[src/rtl/core/lpla_pkg.sv]
// ----------------------------------------------------------------------------
// lpla_pkg
// Shared types, constants and helpers of the list page layout allocator.
// ----------------------------------------------------------------------------
package lpla_pkg;

   localparam int CHUNK_NODES = 512;
   localparam int NODE_W      = $clog2(CHUNK_NODES);

   localparam int EPP_W         = 16;
   localparam logic [EPP_W-1:0] EPP_RESET = 16'd512;

   // dividend is list size plus the page fill, so one bit wider than a count
   localparam int DIVIDEND_W = 33;
   localparam int DIV_STEPS  = DIVIDEND_W;
   localparam int DIV_CNT_W  = $clog2(DIV_STEPS + 1);

   localparam logic [1:0] KIND_LARGE = 2'd0;
   localparam logic [1:0] KIND_CHUNK = 2'd1;
   localparam logic [1:0] KIND_TOTAL = 2'd2;

   typedef struct packed {
      logic [31:0] list_size;
      logic        is_large;
      logic        final_node;
   } req_type;

   typedef struct packed {
      logic [1:0]  record_kind;
      logic [31:0] record_index;
      logic [31:0] page_count;
      logic [31:0] element_count;
      logic [31:0] first_page;
      logic        last_result;
   } rsp_type;

   typedef struct packed {
      logic start;
      logic apply_small;
      logic emit_large;
      logic emit_chunk;
      logic emit_total;
      logic last;
   } cmd_type;

   typedef struct packed {
      logic div_done;
      logic is_large;
      logic close_chunk;
      logic final_node;
      logic rsp_free;
   } status_type;

   function automatic logic [31:0] sat_add(input logic [31:0] a, input logic [31:0] b);
      logic [32:0] s;
      s = {1'b0, a} + {1'b0, b};
      return s[32] ? 32'hFFFF_FFFF : s[31:0];
   endfunction

endpackage

[src/rtl/core/lpla_divider.sv]
// ----------------------------------------------------------------------------
// lpla_divider
// Restoring divider, one quotient bit per cycle, 33-bit dividend by 16 bits.
// ----------------------------------------------------------------------------
module lpla_divider
   import lpla_pkg::*;
(
   input  logic                  clock,
   input  logic                  reset,
   input  logic                  start,
   input  logic [DIVIDEND_W-1:0] dividend,
   input  logic [EPP_W-1:0]      divisor,
   output logic                  done,
   output logic [DIVIDEND_W-1:0] quotient,
   output logic [EPP_W-1:0]      remainder
);

   logic [DIV_CNT_W-1:0]  count_ff, count_in;
   logic [DIVIDEND_W-1:0] quo_ff, quo_in;
   logic [EPP_W-1:0]      rem_ff, rem_in;
   logic [EPP_W-1:0]      div_ff, div_in;
   logic [EPP_W:0]        rem_shift;
   logic                  ge;

   always_comb begin
      rem_shift = {rem_ff, quo_ff[DIVIDEND_W-1]};
      ge        = rem_shift >= {1'b0, div_ff};
      count_in  = count_ff;
      quo_in    = quo_ff;
      rem_in    = rem_ff;
      div_in    = div_ff;
      if (start) begin
         count_in = DIV_CNT_W'(DIV_STEPS);
         quo_in   = dividend;
         rem_in   = '0;
         div_in   = divisor;
      end else if (count_ff != '0) begin
         count_in = count_ff - 1'b1;
         quo_in   = {quo_ff[DIVIDEND_W-2:0], ge};
         rem_in   = ge ? EPP_W'(rem_shift - {1'b0, div_ff}) : rem_shift[EPP_W-1:0];
      end
   end

   always_ff @(posedge clock) begin
      if (reset) begin
         count_ff <= '0;
      end else begin
         count_ff <= count_in;
      end
   end

   always_ff @(posedge clock) begin
      quo_ff <= quo_in;
      rem_ff <= rem_in;
      div_ff <= div_in;
   end

   assign done      = (count_ff == '0);
   assign quotient  = quo_ff;
   assign remainder = rem_ff;

endmodule

[src/rtl/core/lpla_datapath.sv]
// ----------------------------------------------------------------------------
// lpla_datapath
// Layout state, page arithmetic and the result register of the allocator.
// ----------------------------------------------------------------------------
module lpla_datapath
   import lpla_pkg::*;
(
   input  logic              clock,
   input  logic              reset,
   input  logic              csr_write_en,
   input  logic [EPP_W-1:0]  csr_write_data,
   input  req_type           req_data,
   input  cmd_type           cmd,
   output status_type        status,
   input  logic              rsp_stall,
   output logic              rsp_valid,
   output rsp_type           rsp_data
);

   logic [EPP_W-1:0]  epp_ff, epp_in;
   logic [NODE_W-1:0] nodes_ff, nodes_in;
   logic [EPP_W-1:0]  fill_ff, fill_in;
   logic [31:0]       cfp_ff, cfp_in;
   logic [31:0]       nfp_ff, nfp_in;
   logic [31:0]       llc_ff, llc_in;
   logic [31:0]       chunk_ff, chunk_in;
   logic              large_ff, large_in;
   logic              final_ff, final_in;
   logic              close_ff, close_in;
   logic [31:0]       size_ff, size_in;
   logic              rsp_valid_ff, rsp_valid_in;
   rsp_type           rsp_data_ff, rsp_data_in;

   logic [EPP_W-1:0]      epp_eff;
   logic [DIVIDEND_W-1:0] dividend;
   logic                  div_done;
   logic [DIVIDEND_W-1:0] quo;
   logic [EPP_W-1:0]      rem;
   logic [31:0]           large_pages;
   logic [31:0]           chunk_pages;
   logic [DIVIDEND_W-1:0] left;
   logic [31:0]           left_sat;
   logic [EPP_W-1:0]      small_fill;
   logic                  close_now;

   lpla_divider u_divider (
      .clock     (clock),
      .reset     (reset),
      .start     (cmd.start),
      .dividend  (dividend),
      .divisor   (epp_eff),
      .done      (div_done),
      .quotient  (quo),
      .remainder (rem)
   );

   always_comb begin
      epp_eff   = (epp_ff == '0) ? EPP_W'(1) : epp_ff;
      dividend  = req_data.is_large ? {1'b0, req_data.list_size}
                                    : {1'b0, req_data.list_size} + DIVIDEND_W'(fill_ff);
      close_now = (nodes_ff == NODE_W'(CHUNK_NODES - 1)) || req_data.final_node;

      large_pages = quo[31:0] + {31'b0, rem != '0};
      chunk_pages = sat_add(cfp_ff, {31'b0, fill_ff != '0});

      // a page filled exactly stays current, so an even split leaves one less
      if (quo == '0 && rem == '0) begin
         left       = '0;
         small_fill = '0;
      end else if (rem != '0) begin
         left       = quo;
         small_fill = rem;
      end else begin
         left       = quo - 1'b1;
         small_fill = epp_eff;
      end
      left_sat = left[DIVIDEND_W-1] ? 32'hFFFF_FFFF : left[31:0];

      epp_in       = csr_write_en ? csr_write_data : epp_ff;
      nodes_in     = nodes_ff;
      fill_in      = fill_ff;
      cfp_in       = cfp_ff;
      nfp_in       = nfp_ff;
      llc_in       = llc_ff;
      chunk_in     = chunk_ff;
      large_in     = large_ff;
      final_in     = final_ff;
      close_in     = close_ff;
      size_in      = size_ff;
      rsp_data_in  = rsp_data_ff;
      rsp_valid_in = rsp_valid_ff && rsp_stall;

      if (cmd.start) begin
         size_in  = req_data.list_size;
         large_in = req_data.is_large;
         final_in = req_data.final_node;
         close_in = close_now;
         nodes_in = close_now ? '0 : NODE_W'(nodes_ff + 1'b1);
      end

      if (cmd.apply_small) begin
         fill_in = small_fill;
         cfp_in  = sat_add(cfp_ff, left_sat);
      end

      if (cmd.emit_large) begin
         rsp_valid_in              = 1'b1;
         rsp_data_in.record_kind   = KIND_LARGE;
         rsp_data_in.record_index  = llc_ff;
         rsp_data_in.page_count    = large_pages;
         rsp_data_in.element_count = size_ff;
         rsp_data_in.first_page    = nfp_ff;
         rsp_data_in.last_result   = cmd.last;
         nfp_in = sat_add(nfp_ff, large_pages);
         llc_in = sat_add(llc_ff, 32'd1);
      end

      if (cmd.emit_chunk) begin
         rsp_valid_in              = 1'b1;
         rsp_data_in.record_kind   = KIND_CHUNK;
         rsp_data_in.record_index  = chunk_ff;
         rsp_data_in.page_count    = chunk_pages;
         rsp_data_in.element_count = '0;
         rsp_data_in.first_page    = nfp_ff;
         rsp_data_in.last_result   = cmd.last;
         nfp_in   = sat_add(nfp_ff, chunk_pages);
         chunk_in = sat_add(chunk_ff, 32'd1);
         fill_in  = '0;
         cfp_in   = '0;
      end

      if (cmd.emit_total) begin
         rsp_valid_in              = 1'b1;
         rsp_data_in.record_kind   = KIND_TOTAL;
         rsp_data_in.record_index  = '0;
         rsp_data_in.page_count    = nfp_ff;
         rsp_data_in.element_count = '0;
         rsp_data_in.first_page    = '0;
         rsp_data_in.last_result   = 1'b1;
         // end of the set: back to the reset layout, register kept
         nodes_in = '0;
         fill_in  = '0;
         cfp_in   = '0;
         nfp_in   = '0;
         llc_in   = '0;
         chunk_in = '0;
      end
   end

   always_ff @(posedge clock) begin
      if (reset) begin
         epp_ff       <= EPP_RESET;
         nodes_ff     <= '0;
         fill_ff      <= '0;
         cfp_ff       <= '0;
         nfp_ff       <= '0;
         llc_ff       <= '0;
         chunk_ff     <= '0;
         rsp_valid_ff <= 1'b0;
      end else begin
         epp_ff       <= epp_in;
         nodes_ff     <= nodes_in;
         fill_ff      <= fill_in;
         cfp_ff       <= cfp_in;
         nfp_ff       <= nfp_in;
         llc_ff       <= llc_in;
         chunk_ff     <= chunk_in;
         rsp_valid_ff <= rsp_valid_in;
      end
   end

   always_ff @(posedge clock) begin
      large_ff    <= large_in;
      final_ff    <= final_in;
      close_ff    <= close_in;
      size_ff     <= size_in;
      rsp_data_ff <= rsp_data_in;
   end

   always_comb begin
      status.div_done    = div_done;
      status.is_large    = large_ff;
      status.close_chunk = close_ff;
      status.final_node  = final_ff;
      status.rsp_free    = !rsp_valid_ff || !rsp_stall;
   end

   assign rsp_valid = rsp_valid_ff;
   assign rsp_data  = rsp_data_ff;

endmodule

[src/rtl/core/lpla_controller.sv]
// ----------------------------------------------------------------------------
// lpla_controller
// Sequences one node: accept, divide, then up to three result records.
// ----------------------------------------------------------------------------
module lpla_controller
   import lpla_pkg::*;
(
   input  logic       clock,
   input  logic       reset,
   input  logic       req_valid,
   output logic       req_stall,
   input  status_type status,
   output cmd_type    cmd
);

   typedef enum logic [2:0] {
      ST_IDLE,
      ST_DIVIDE,
      ST_LARGE,
      ST_CHUNK,
      ST_TOTAL
   } state_type;

   state_type state_ff, state_in;

   always_comb begin
      state_in  = state_ff;
      cmd       = '0;
      req_stall = 1'b1;
      case (state_ff)
         ST_IDLE: begin
            req_stall = 1'b0;
            if (req_valid) begin
               cmd.start = 1'b1;
               state_in  = ST_DIVIDE;
            end
         end
         ST_DIVIDE: begin
            if (status.div_done) begin
               if (status.is_large) begin
                  state_in = ST_LARGE;
               end else begin
                  cmd.apply_small = 1'b1;
                  state_in = status.close_chunk ? ST_CHUNK : ST_IDLE;
               end
            end
         end
         ST_LARGE: begin
            if (status.rsp_free) begin
               cmd.emit_large = 1'b1;
               cmd.last       = !status.close_chunk;
               state_in       = status.close_chunk ? ST_CHUNK : ST_IDLE;
            end
         end
         ST_CHUNK: begin
            if (status.rsp_free) begin
               cmd.emit_chunk = 1'b1;
               cmd.last       = !status.final_node;
               state_in       = status.final_node ? ST_TOTAL : ST_IDLE;
            end
         end
         ST_TOTAL: begin
            if (status.rsp_free) begin
               cmd.emit_total = 1'b1;
               cmd.last       = 1'b1;
               state_in       = ST_IDLE;
            end
         end
         default: begin
            state_in = ST_IDLE;
         end
      endcase
   end

   always_ff @(posedge clock) begin
      if (reset) begin
         state_ff <= ST_IDLE;
      end else begin
         state_ff <= state_in;
      end
   end

endmodule

[src/rtl/core/list_page_layout_allocator_unit.sv]
// ----------------------------------------------------------------------------
// list_page_layout_allocator_unit
// Lays out per-node lists in pages and reports large list, chunk and total
// page records.
// ----------------------------------------------------------------------------
// Nodes arrive one transaction each, in node order. After a node is accepted
// it passes through the restoring divider, one quotient bit per cycle over a
// 33-bit dividend. Once the division is done the controller moves to the
// state of the first record, which loads it into the output register as soon
// as that register is free; each further record follows in its own state,
// held while rsp_stall keeps the register full. A large list reports its
// page run at once; each chunk of CHUNK_NODES nodes, or the final node,
// reports the chunk's shared pages, and the final node also reports the
// total page count and restarts the layout. A small list that closes no
// chunk gives no record, and the next node can be accepted as soon as its
// division is done. Otherwise the next node is taken once the last record
// of the current one sits in the output register. Write elems_per_page
// through csr_ only while idle; zero counts as one.
// ----------------------------------------------------------------------------
module list_page_layout_allocator_unit
   import lpla_pkg::*;
(
   input  logic             clock,
   input  logic             reset,
   input  logic             csr_write_en,
   input  logic [EPP_W-1:0] csr_write_data,
   input  logic             req_valid,
   output logic             req_stall,
   input  req_type          req_data,
   output logic             rsp_valid,
   input  logic             rsp_stall,
   output rsp_type          rsp_data
);

   cmd_type    cmd;
   status_type status;

   lpla_controller u_controller (
      .clock     (clock),
      .reset     (reset),
      .req_valid (req_valid),
      .req_stall (req_stall),
      .status    (status),
      .cmd       (cmd)
   );

   lpla_datapath u_datapath (
      .clock          (clock),
      .reset          (reset),
      .csr_write_en   (csr_write_en),
      .csr_write_data (csr_write_data),
      .req_data       (req_data),
      .cmd            (cmd),
      .status         (status),
      .rsp_stall      (rsp_stall),
      .rsp_valid      (rsp_valid),
      .rsp_data       (rsp_data)
   );

endmodule
[config.mk]
export PLATFORM = sky130hd
export DESIGN_NAME = list_page_layout_allocator_unit
export DESIGN_NICKNAME = d
export VERILOG_FILES = /design/src/rtl/core/lpla_pkg.sv /design/src/rtl/core/lpla_divider.sv /design/src/rtl/core/lpla_datapath.sv /design/src/rtl/core/lpla_controller.sv /design/src/rtl/core/list_page_layout_allocator_unit.sv
export SDC_FILE = /design/constraint.sdc
export NUM_CORES = 1
export LEC_CHECK = 0
export BUFFER_PORTS_ARGS = -buffer_cell sky130_fd_sc_hd__buf_2
export CELL_PAD_IN_SITES_DETAIL_PLACEMENT = 1
export CELL_PAD_IN_SITES_GLOBAL_PLACEMENT = 2
export CORE_ASPECT_RATIO = 1.25
export CORE_MARGIN = 2
export CORE_UTILIZATION = 25
export DETAILED_ROUTE_END_ITERATION = 8
export GPL_ROUTABILITY_DRIVEN = 0
export GPL_TIMING_DRIVEN = 0
export PLACE_DENSITY = 0.59
export SETUP_SLACK_MARGIN = 0.4
export SYNTH_ARGS = -nofsm -noshare
export SYNTH_HDL_FRONTEND = slang
export SYNTH_SLANG_ARGS = --single-unit
[constraint.sdc]
create_clock -name clock -period 7.12 [get_ports clock]
set_input_delay 1.068 -clock clock [delete_from_list [all_inputs] [get_ports clock]]
set_output_delay 1.068 -clock clock [all_outputs]
set_load 0.02 [all_outputs]
-- Word level (Yosys, flattened, before mapping)
Cells that the tools add are included.
- output and inout bits: 133
- register bits: 410
- bits of input ports: 55
- logic and storage cells: 121
- multiplexer cells: 50
- eq/ne operators: 10
- add/subtract/negate cells: 12
- reductions and logical operators: 24
- $lt $le $gt $ge: 1
- operator list (operator ; number):
    $mux 32 ; 9
    $mux 131 ; 2
    $mux 33 ; 5
    $add 32x32->33 ; 3
    $mux 97 ; 1
    $add 32x1->33 const B ; 2
    $mux 16 ; 4
    $add 32x1->33 ; 1
    $add 32x16->33 ; 1
    $logic_not 33->1 ; 1
    $sub 33x1->33 const B ; 1
    $add 32x1->32 ; 1
    $logic_not 16->1 ; 2
    $reduce_bool 16->1 ; 2
    $mux 3 ; 7
    $ge 17x16->1 ; 1
    $sub 16x16->16 ; 1
    $mux 1 ; 15
    $pmux 3 s5 ; 1
    $mux 6 ; 2
    $add 9x1->9 const B ; 1
    $eq 9x9->1 const B ; 1
    $mux 9 ; 1
    $ne 2x2->1 const B ; 4
    18 further kinds ; 28

-- Longest topological paths before layout
Gate-level depths: netlist of the first run.
- depth in word-level cells: 7
- depth in mapped cells: 25
- gate-level depth less buffers: 22

-- Cells and area by module
From an unflattened synthesis of the first run, not the netlist that was laid out.
- cells, all modules: 2995
- area total of the unflattened synthesis: 25584.5 µm²
- by module, submodules not included (module ; times used ; area each (µm²) ; sequential area each (µm²) ; cells each):
    lpla_datapath ; 1 ; 21484.4 ; 7397.1 ; 2622
    lpla_divider ; 1 ; 3788.6 ; 1911.8 ; 330
    lpla_controller ; 1 ; 311.5 ; 60.1 ; 43

-- Worst setup path after synthesis of the first run
OpenSTA, ideal clock, no wires.
- path kind: register to register
- from: register u_datapath.fill_ff[1]
- to: register u_datapath.nfp_ff[8]
- stages on the path, launching flop included: 26
- path buffers: 6
- data required time: 6.988 ns
- setup slack: 2.084 ns
- setup time: 0.132 ns
- data arrival time: 4.904 ns
- period minus slack after synthesis: 5.036 ns
- path through: dfxtp_1 > nor4_1 > nand4_1 > ha_1 > ha_1 > nand3_1 > or4_4 > or4_1 > buf_2 > or2_1 > buf_6 > buf_2 > buf_2 > nand2_1 > ha_1 > clkbuf_1 > a21o_1 > a21o_1 > a2111oi_0 > a21oi_1 > a21oi_1 > o21a_1 > clkbuf_1 > o21ai_0 > a22oi_1 > a21oi_1
- longest elaborated chain between the ends: 6
- ends and longest elaborated chain (item ; line ; text):
    from (decl) ; lpla_datapath.sv:22 ; logic [EPP_W-1:0] fill_ff, fill_in;
    from (signal assigned) ; lpla_datapath.sv:163 ; fill_ff <= fill_in;
    $reduce_bool 16->1 ; lpla_datapath.sv:64 ; chunk_pages = sat_add(cfp_ff, {31'b0, fill_ff != '0});
    $add 32x1->33 ; lpla_pkg.sv:56 ; s = {1'b0, a} + {1'b0, b};
    $mux 32 ; lpla_pkg.sv:57 ; return s[32] ? 32'hFFFF_FFFF : s[31:0];
    $add 32x32->33 ; lpla_pkg.sv:56 ;
    $mux 32 ; lpla_pkg.sv:57 ;
    $mux 32 ; lpla_datapath.sv:118 ; if (cmd.emit_chunk) begin
    to (signal assigned) ; lpla_datapath.sv:165 ; nfp_ff <= nfp_in;
    to (decl) ; lpla_datapath.sv:24 ; logic [31:0] nfp_ff, nfp_in;
No other way between the ends.
A chain may end at the register's enable or synchronous reset.

-- Final worst setup path of the first run
- from: register u_datapath.fill_ff[14]
- to: register u_datapath.nfp_ff[27]
Same word-level chain as after synthesis.

==> flow_summary_export.csv, run 1 <==
group,metric,value,unit
outcome,status,"finished clean",
yosys,synth_top_area_frac,0.233,
timing,clock_skew,36.1,ps
floorplan,core_area,100000,µm²
routing,wirelength,107000,µm
min_path,worstHoldStart,"u_datapath.size_ff[24]",
grt,antenna_found_initial,0,
critical_path,required,7680,ps
timing,max_clock_freq,0.156,GHz
timing,min_period,6400,ps
grt,overflow,0,
yosys,ys_warn_count,0,
timing,timing.hold.ws,449,ps
routing,wl_per_cell,23.2,µm
placed_design,io_buffers,185,
yosys,yosysSeqAreaShare,0.371,
yosys,synth_compound_area_frac,0.217,
routing,drt_iter0_markers,1066,
pwr,p_leak,11.7,nW
critical_path,cp_max_fo,10,
clock_network,clockRootBuffer,"clkbuf_16",
timing,worst_pin_slew,1340,ps
critical_path,critPathLaunchType,"register",
grt,grt_max_degree,36,
grt,grt_pass1_wl,159000,µm
clock_network,cts.sinks,410,
grt,grt.total_usage,0.202,
final_layout,nets,3450,
critical_path,path_delay_family,"simple AND/OR/NAND/NOR gates",
pwr,p_seq_frac,0.315,
timing,timing.final.crit_share,0.899,
timing,setup-violations-final,0,
clock_network,clock_latency,650,ps
clock_network,cts_tree,"yes",
yosys,synth_area,25300,µm²
routing,vias,23600,
clock_network,cts_buffers,50,
pwr,pwr-share-clk,0.249,
routing,postRouteAntennaNets,0,
floorplan,die_x,288,µm
pwr,vdd_drop_max,0.167,mV
yosys,syn_inst,3005,
run,cap_violations,0,
yosys,ys.flop_type,"dfxtp_1",
routing,vias_per_cell,5.10,
yosys,ys_async_sr_fraction,0,
critical_path,reg2reg_to,"u_datapath.nfp_ff[27]",
min_path,min_path_type,"register to register",
yosys,synth_top_family_by_area,"compound AO/OA/AOI/OAI gates",
yosys,synth-xor-area-share,0.0877,
final_layout,layout_commonest_cell,"nand2_1",
placed_design,dp_hpwl,85900,µm
pwr,pwr-share-comb,0.436,
placed_design,dp_cells,4512,
yosys,synth_area_per_cell,8.41,µm²
pwr,p_sw_frac,0.433,
final_layout,final_cell_mix,"329 x nand2_1, 303 x a21oi_1, 292 x dfxtp_1",
timing,hold_viol_final,0,
critical_path,worst-r2r-cell-count,24,
routing,drcViolationCount,0,
critical_path,slowest_stage,"or4_4",
critical_path,r2r_slack,720,ps
floorplan,boundaryPins,188,
clock_network,cts_buffer_depth,3,
critical_path,r2r_start,"u_datapath.fill_ff[14]",
final_layout,finalNonFillerCells,4614,
critical_path,cp_cell_sequence,"nor4_1, nand4_1, ha_2, ha_1, nand3_1, or4_4, or4_1, buf_2, or2_1, buf_6, nand2b_1, ha_1, inv_1, fa_1, nor2b_1, o31a_1, o22ai_1, o21ai_0, a21oi_2, o21a_1, nand2_1, buf_2, o211ai_1, a31oi_1",
yosys,synth_top_area_cell,"dfxtp_1",
final_layout,area_growth,17.8,%
floorplan,die_area,104000,µm²
yosys,ys_top_cells_by_area,"dfxtp_1 23%, edfxtp_1 14%, ha_1 6.9%",
floorplan,core.rowCount,130,
timing,slew_viol_final,0,
routing,drt_pass1_iterations,7,
pwr,p_per_area,365,nW/µm²
yosys,synth_edf_count,116,
yosys,synth-simple-area-share,0.178,
pwr,p_int,0.00616,W
critical_path,critPathMaxStageDelay,590,ps
yosys,synthAdderAreaFrac,0.0732,
clock_network,cts.clk_slew.worst_paths,60,ps
clock_network,cts-htree-levels,2,
yosys,syn-num-nets,3204,
min_path,whs_endpoint,"u_datapath.rsp_data[57]",
grt,grt_pass1_vias,24900,
critical_path,path_class,"register to register",
yosys,synthMuxAreaShare,0.0307,
timing,timing.slew.headroom,0.102,
final_layout,fill_cells,11900,
yosys,ys_seq_elements,410,
final_layout,drive_gt1_frac,0.106,
floorplan,die_h,359,µm
min_path,min_path_cells,1,
timing,grt_setup_unrepaired,"no",
pwr,power.total,0.0109,W
floorplan,start_util,0.252,
critical_path,cp.arrival,6970,ps
yosys,yosysUniqueCellTypes,80,
critical_path,crit_buf_inv,4,
pwr,switching_power,0.00471,W
critical_path,cp-end-kind,"register",
[power by group through the flow]
stage                     logic (W)  registers, W  clock network (W)
after floorplan             0.00288       0.00357                  0
after global routing        0.00520       0.00349            0.00289
final                       0.00474       0.00342            0.00271
after detailed placement    0.00471       0.00348                  0
after global placement      0.00462       0.00347                  0
after CTS                   0.00474       0.00344            0.00280
[worst max-delay path by stage]
stage | startpoint | end | slack [ps] | cells past startpoint
after floorplan | u_datapath.fill_ff[1] | u_datapath.nfp_ff[8] | 2080 | 25
after global placement | u_datapath.u_divider.remainder[15] | u_datapath.cfp_ff[18] | -360 | 20
after detailed placement | u_datapath.u_divider.remainder[15] | u_datapath.cfp_ff[17] | -350 | 20
after CTS | u_datapath.fill_ff[15] | u_datapath.nfp_ff[19] | 400 | 25
after global routing | u_datapath.fill_ff[14] | u_datapath.nfp_ff[27] | 410 | 25
final | u_datapath.fill_ff[14] | u_datapath.nfp_ff[27] | 720 | 24
[metal layers]
metal	track usage	vias to the layer above	wire [µm]
met1	0.240	11600	45100
met5	0	-	0
met3	0.0191	138	2910
met2	0.373	384	55100
li1	-	11400	-
met4	0.0656	0	3690
[stage by stage]
stage | cell area (µm²) | setup TNS (ps) | utilization | setup WS, ps
after global placement | 27800 | -10110 | 0.277 | -361
final | 29800 | 0 | 0.297 | 716
after CTS | 29600 | 0 | 0.295 | 404
after global routing | 29800 | 0 | 0.297 | 405
after detailed placement | 27900 | -8320 | 0.278 | -352
after floorplan | 25300 | 0 | - | 2080
[registers in the layout, summed over array words and instances, names as in the netlist]
signal,cells
u_datapath.fill_ff,16
u_datapath.u_divider.remainder,16
u_datapath.final_ff,1
u_controller.state_ff,3
u_datapath.u_divider.div_ff,16
u_datapath.large_ff,1
u_datapath.cfp_ff,32
u_datapath.rsp_data,131
u_datapath.rsp_valid,1
u_datapath.u_divider.quotient,33
u_datapath.nodes_ff,9
u_datapath.close_ff,1
u_datapath.epp_ff,16
u_datapath.llc_ff,32
u_datapath.nfp_ff,32
u_datapath.size_ff,32
u_datapath.u_divider.count_ff,6
u_datapath.chunk_ff,32
[cell type report]
cell class / count / area, µm² / share of cell area
Tap cell: 1320 / 1650 / 0.0555
Inverter: 87 / 327 / 0.0110
Multi-Input combinational cell: 2320 / 14900 / 0.501
Clock buffer: 65 / 1340 / 0.0449
Sequential cell: 410 / 9370 / 0.315
Clock inverter: 29 / 375 / 0.0126
Timing Repair Buffer: 194 / 1020 / 0.0341
Antenna cell: 1 / 2.50 / 0.0000841
Buffer: 188 / 774 / 0.0260
[logic make-up (layout without fill, tap and decap cells)]
group / count (synthesis) / count (layout)
flip-flops: 410 / 410
AND/OR/NAND/NOR: 944 / 944
multiplexers: 77 / 77
AO/OA/AOI/OAI: 901 / 901
adder cells (fa/ha/maj): 145 / 145
other: 0 / 1
XOR/XNOR: 253 / 253
buffers and inverters: 275 / 563
[cells in the mapped netlist, drive strengths merged, types with 12 or more instances]
master    n
and2     12
dfxtp   294
o21ai   244
nor2    191
o21a     23
o22ai    41
clkbuf  153
edfxtp  116
a21oi   305
nand4    49
xor2    117
nand2b   20
ha      139
nor3     93
buf      35
and3     38
a31oi    34
nor2b    22
o21bai   17
nor4     33
nand3   100
nand2   331
a211oi   24
mux2i    73
xnor2   136
inv      85
a22o     36
o211ai   14
a21o     53
[worst register-to-register path: stages (launching register included)]
cell and delay (ps):
dfxtp_1 430, nor4_1 90, nand4_1 430, ha_2 330, ha_1 200, nand3_1 160
or4_4 590, or4_1 410, buf_2 170, or2_1 260, buf_6 170, nand2b_1 180
ha_1 240, inv_1 70, fa_1 410, nor2b_1 160, o31a_1 240, o22ai_1 150
o21ai_0 350, a21oi_2 210, o21a_1 260, nand2_1 220, buf_2 270, o211ai_1 160
a31oi_1 180
[repair_timing]
action,in CTS,in global routing
pin swaps,1,4
resized for setup,9,33
endpoints found under the setup margin,53,61
hold buffers,0,0
hold endpoints to repair,0,0
gates cloned,0,1
buffers inserted,0,5
No activity file was read; power rests on OpenSTA's default activity.
==> run 2, diff against run 1 <==
--- a/config.mk
+++ b/config.mk
@@ -5,6 +5,7 @@
 export SDC_FILE = /design/constraint.sdc
 export NUM_CORES = 1
 export LEC_CHECK = 0
+export ABC_AREA = 1
 export BUFFER_PORTS_ARGS = -buffer_cell sky130_fd_sc_hd__buf_2
 export CELL_PAD_IN_SITES_DETAIL_PLACEMENT = 1
 export CELL_PAD_IN_SITES_GLOBAL_PLACEMENT = 2
@@ -13,8 +14,8 @@
 export CORE_UTILIZATION = 25
 export DETAILED_ROUTE_END_ITERATION = 8
 export GPL_ROUTABILITY_DRIVEN = 0
-export GPL_TIMING_DRIVEN = 0
-export PLACE_DENSITY = 0.59
+export GPL_TIMING_DRIVEN = 1
+export PLACE_DENSITY = 0.63
 export SETUP_SLACK_MARGIN = 0.4
 export SYNTH_ARGS = -nofsm -noshare
 export SYNTH_HDL_FRONTEND = slang
==> run 2 against run 1 <==
Net effect: global-route usage rose by 1.8 points; clock-buffer cell count rose by 8; setup slack improved by 1000 ps; sequential power rose by 3%; critical path depth rose by 1; sequential share of layout area fell by 3.9 points; wire length rose by 27%; fmax rose by 19%; critical path type unchanged; largest power group unchanged.
==> flow_summary_export.csv, run 2 <==
group,metric,value,unit
yosys,synth_top_family_by_area,"simple AND/OR/NAND/NOR gates",
routing,drt_iter0_markers,1521,
timing,timing.hold.ws,442,ps
critical_path,critPathLaunchType,"register",
routing,vias_per_cell,4.81,
clock_network,cts-htree-levels,2,
yosys,synth-xor-area-share,0.0488,
min_path,min_path_type,"register to register",
run,cap_violations,0,
floorplan,die_area,121000,µm²
pwr,p_leak,15.9,nW
yosys,syn-num-nets,4717,
yosys,synth_compound_area_frac,0.122,
critical_path,cp_common_cell,"nand2_1",
routing,wl_per_cell,21.7,µm
yosys,synthAdderAreaFrac,0.0625,
critical_path,critPathMaxStageDelay,640,ps
yosys,ys_seq_elements,410,
yosys,syn_inst,4518,
timing,slew_viol_final,0,
clock_network,cts_setup_buffers,0,
yosys,yosys-top-cells-count,"1322 x nand2_1, 621 x inv_1, 399 x nor2_1, 384 x nand3_1, 294 x dfxtp_1",
floorplan,core_area,117000,µm²
placed_design,dp_cells,6150,
timing,worst_pin_slew,1100,ps
final_layout,drive_gt1_frac,0.0837,
critical_path,worst-r2r-cell-count,25,
clock_network,cts_resized,0,
critical_path,crit_start,"u_datapath.fill_ff[9]",
critical_path,r2r_start,"u_datapath.fill_ff[9]",
critical_path,required,7670,ps
yosys,ys_top_cells_by_area,"dfxtp_1 20%, nand2_1 17%, edfxtp_1 12%",
yosys,synth_edf_count,116,
min_path,min_path_cells,2,
critical_path,cp-end-kind,"register",
yosys,ys_async_sr_fraction,0,
min_path,whs_endpoint,"u_datapath.rsp_data[130]",
final_layout,layout_commonest_cell,"nand2_1",
timing,max_clock_freq,0.186,GHz
grt,grt_pass1_wl,201000,µm
timing,setup-violations-final,0,
grt,grt_max_degree,83,
yosys,ys_warn_count,0,
critical_path,reg2reg_to,"u_datapath.nfp_ff[17]",
placed_design,dp_hpwl,110000,µm
floorplan,die_h,388,µm
routing,vias,30000,
min_path,worstHoldStart,"u_datapath.rsp_data[130]",
clock_network,cts_buffers,51,
floorplan,die_x,311,µm
critical_path,slowest_stage,"a21oi_2",
timing,clock_skew,41.5,ps
routing,postRouteAntennaNets,0,
grt,antenna_found_initial,4,
clock_network,clockRootBuffer,"clkbuf_16",
pwr,p_per_area,374,nW/µm²
routing,wirelength,135000,µm
final_layout,nets,4840,
floorplan,start_util,0.252,
grt,grt_pass1_vias,31300,
timing,timing.final.crit_share,0.756,
timing,min_period,5380,ps
routing,drt_pass1_iterations,7,
clock_network,cts_hold_buf,0,
critical_path,r2r_slack,1740,ps
final_layout,area_growth,15.1,%
yosys,synth_top_area_frac,0.200,
grt,overflow,0,
clock_network,cts.sinks,410,
critical_path,cp.arrival,5940,ps
clock_network,clock_latency,680,ps
routing,drcViolationCount,0,
pwr,vdd_drop_max,0.272,mV
clock_network,cts.clk_slew.worst_paths,60,ps
grt,grt.total_usage,0.219,
timing,grt_setup_unrepaired,"no",
final_layout,largest_reg_flops,131,
yosys,ys.flop_type,"dfxtp_1",
critical_path,path_class,"register to register",
timing,fin_setup_tns,0,ps
floorplan,core.rowCount,140,
yosys,synth_top_area_cell,"dfxtp_1",
yosys,synth_area_per_cell,6.52,µm²
timing,timing.slew.headroom,0.265,
clock_network,cts_tree,"yes",
clock_network,cts_buffer_depth,3,
floorplan,boundaryPins,188,
yosys,yosysSeqAreaShare,0.318,
yosys,yosysUniqueCellTypes,56,
placed_design,io_buffers,187,
yosys,synth-simple-area-share,0.346,
placed_design,dpl_cell_area,32000,µm²
critical_path,cp_max_fo,16,
outcome,status,"finished clean",
final_layout,design_area,33900,µm²
yosys,synth_most_common_cell,"nand2_1",
final_layout,diodes,0,
final_layout,final_cell_mix,"1320 x nand2_1, 618 x inv_1, 397 x nor2_1",
timing,hold_viol_final,0,
yosys,synthMuxAreaShare,0,
yosys,synth_area,29400,µm²
final_layout,finalNonFillerCells,6246,
## run 2: cell families after synthesis
family,count (synthesis)
flip-flops,410
AO/OA/AOI/OAI,626
XOR/XNOR,164
buffers and inverters,788
adder cells (fa/ha/maj),144
AND/OR/NAND/NOR,2386
## run 2: worst max-delay path: cells and delay by family, from the launching register on
kind,cells,cell delay [ps]
AND/OR/NAND/NOR,18,3100
flip-flops,1,330
adder cells (fa/ha/maj),3,890
buffers and inverters,3,340
AO/OA/AOI/OAI,1,640
## run 2: worst max path at each step
stage                                        to  slack [ps]  cells past startpoint
after floorplan            u_datapath.nfp_ff[2]        3440                     30
after global placement    u_datapath.nfp_ff[24]        1640                     25
after detailed placement  u_datapath.nfp_ff[28]        1670                     25
after CTS                 u_datapath.nfp_ff[28]        1680                     25
after global routing       u_datapath.cfp_ff[0]        1180                     19
final                     u_datapath.nfp_ff[17]        1740                     25
## run 2: metal layers
metal  wire length, µm  GRT usage
met1             58400      0.265
met2             69700      0.409
met3              3090     0.0180
met4              4090     0.0685
met5                14          0
## run 2: power by group
part | leakage, nW | total [W] | internal (W) | switching [W]
registers | 3.51 | 0.00353 | 0.00303 | 0.000504
logic | 11.4 | 0.00620 | 0.00172 | 0.00448
clock network | 0.917 | 0.00295 | 0.00176 | 0.00119
total | 15.9 | 0.0127 | 0.00651 | 0.00617
## run 2: metrics by stage
step	setup WS, ps	power (W)	utilization
detailed placement	1670	0.00985	0.274
finish	1740	0.0127	0.291
floorplan	3440	0.00736	-
global placement	1640	0.00983	0.274
CTS	1680	0.0129	0.291
global route	1180	0.0136	0.291
## run 2: final cells by class
class / instances / area [µm²]
Fill cell: 14800 / 82800
Multi-Input combinational cell: 3320 / 17100
Sequential cell: 410 / 9370
Inverter: 632 / 2380
Tap cell: 1562 / 1950
Clock buffer: 73 / 1570
Timing Repair Buffer: 226 / 1230
Clock inverter: 23 / 322
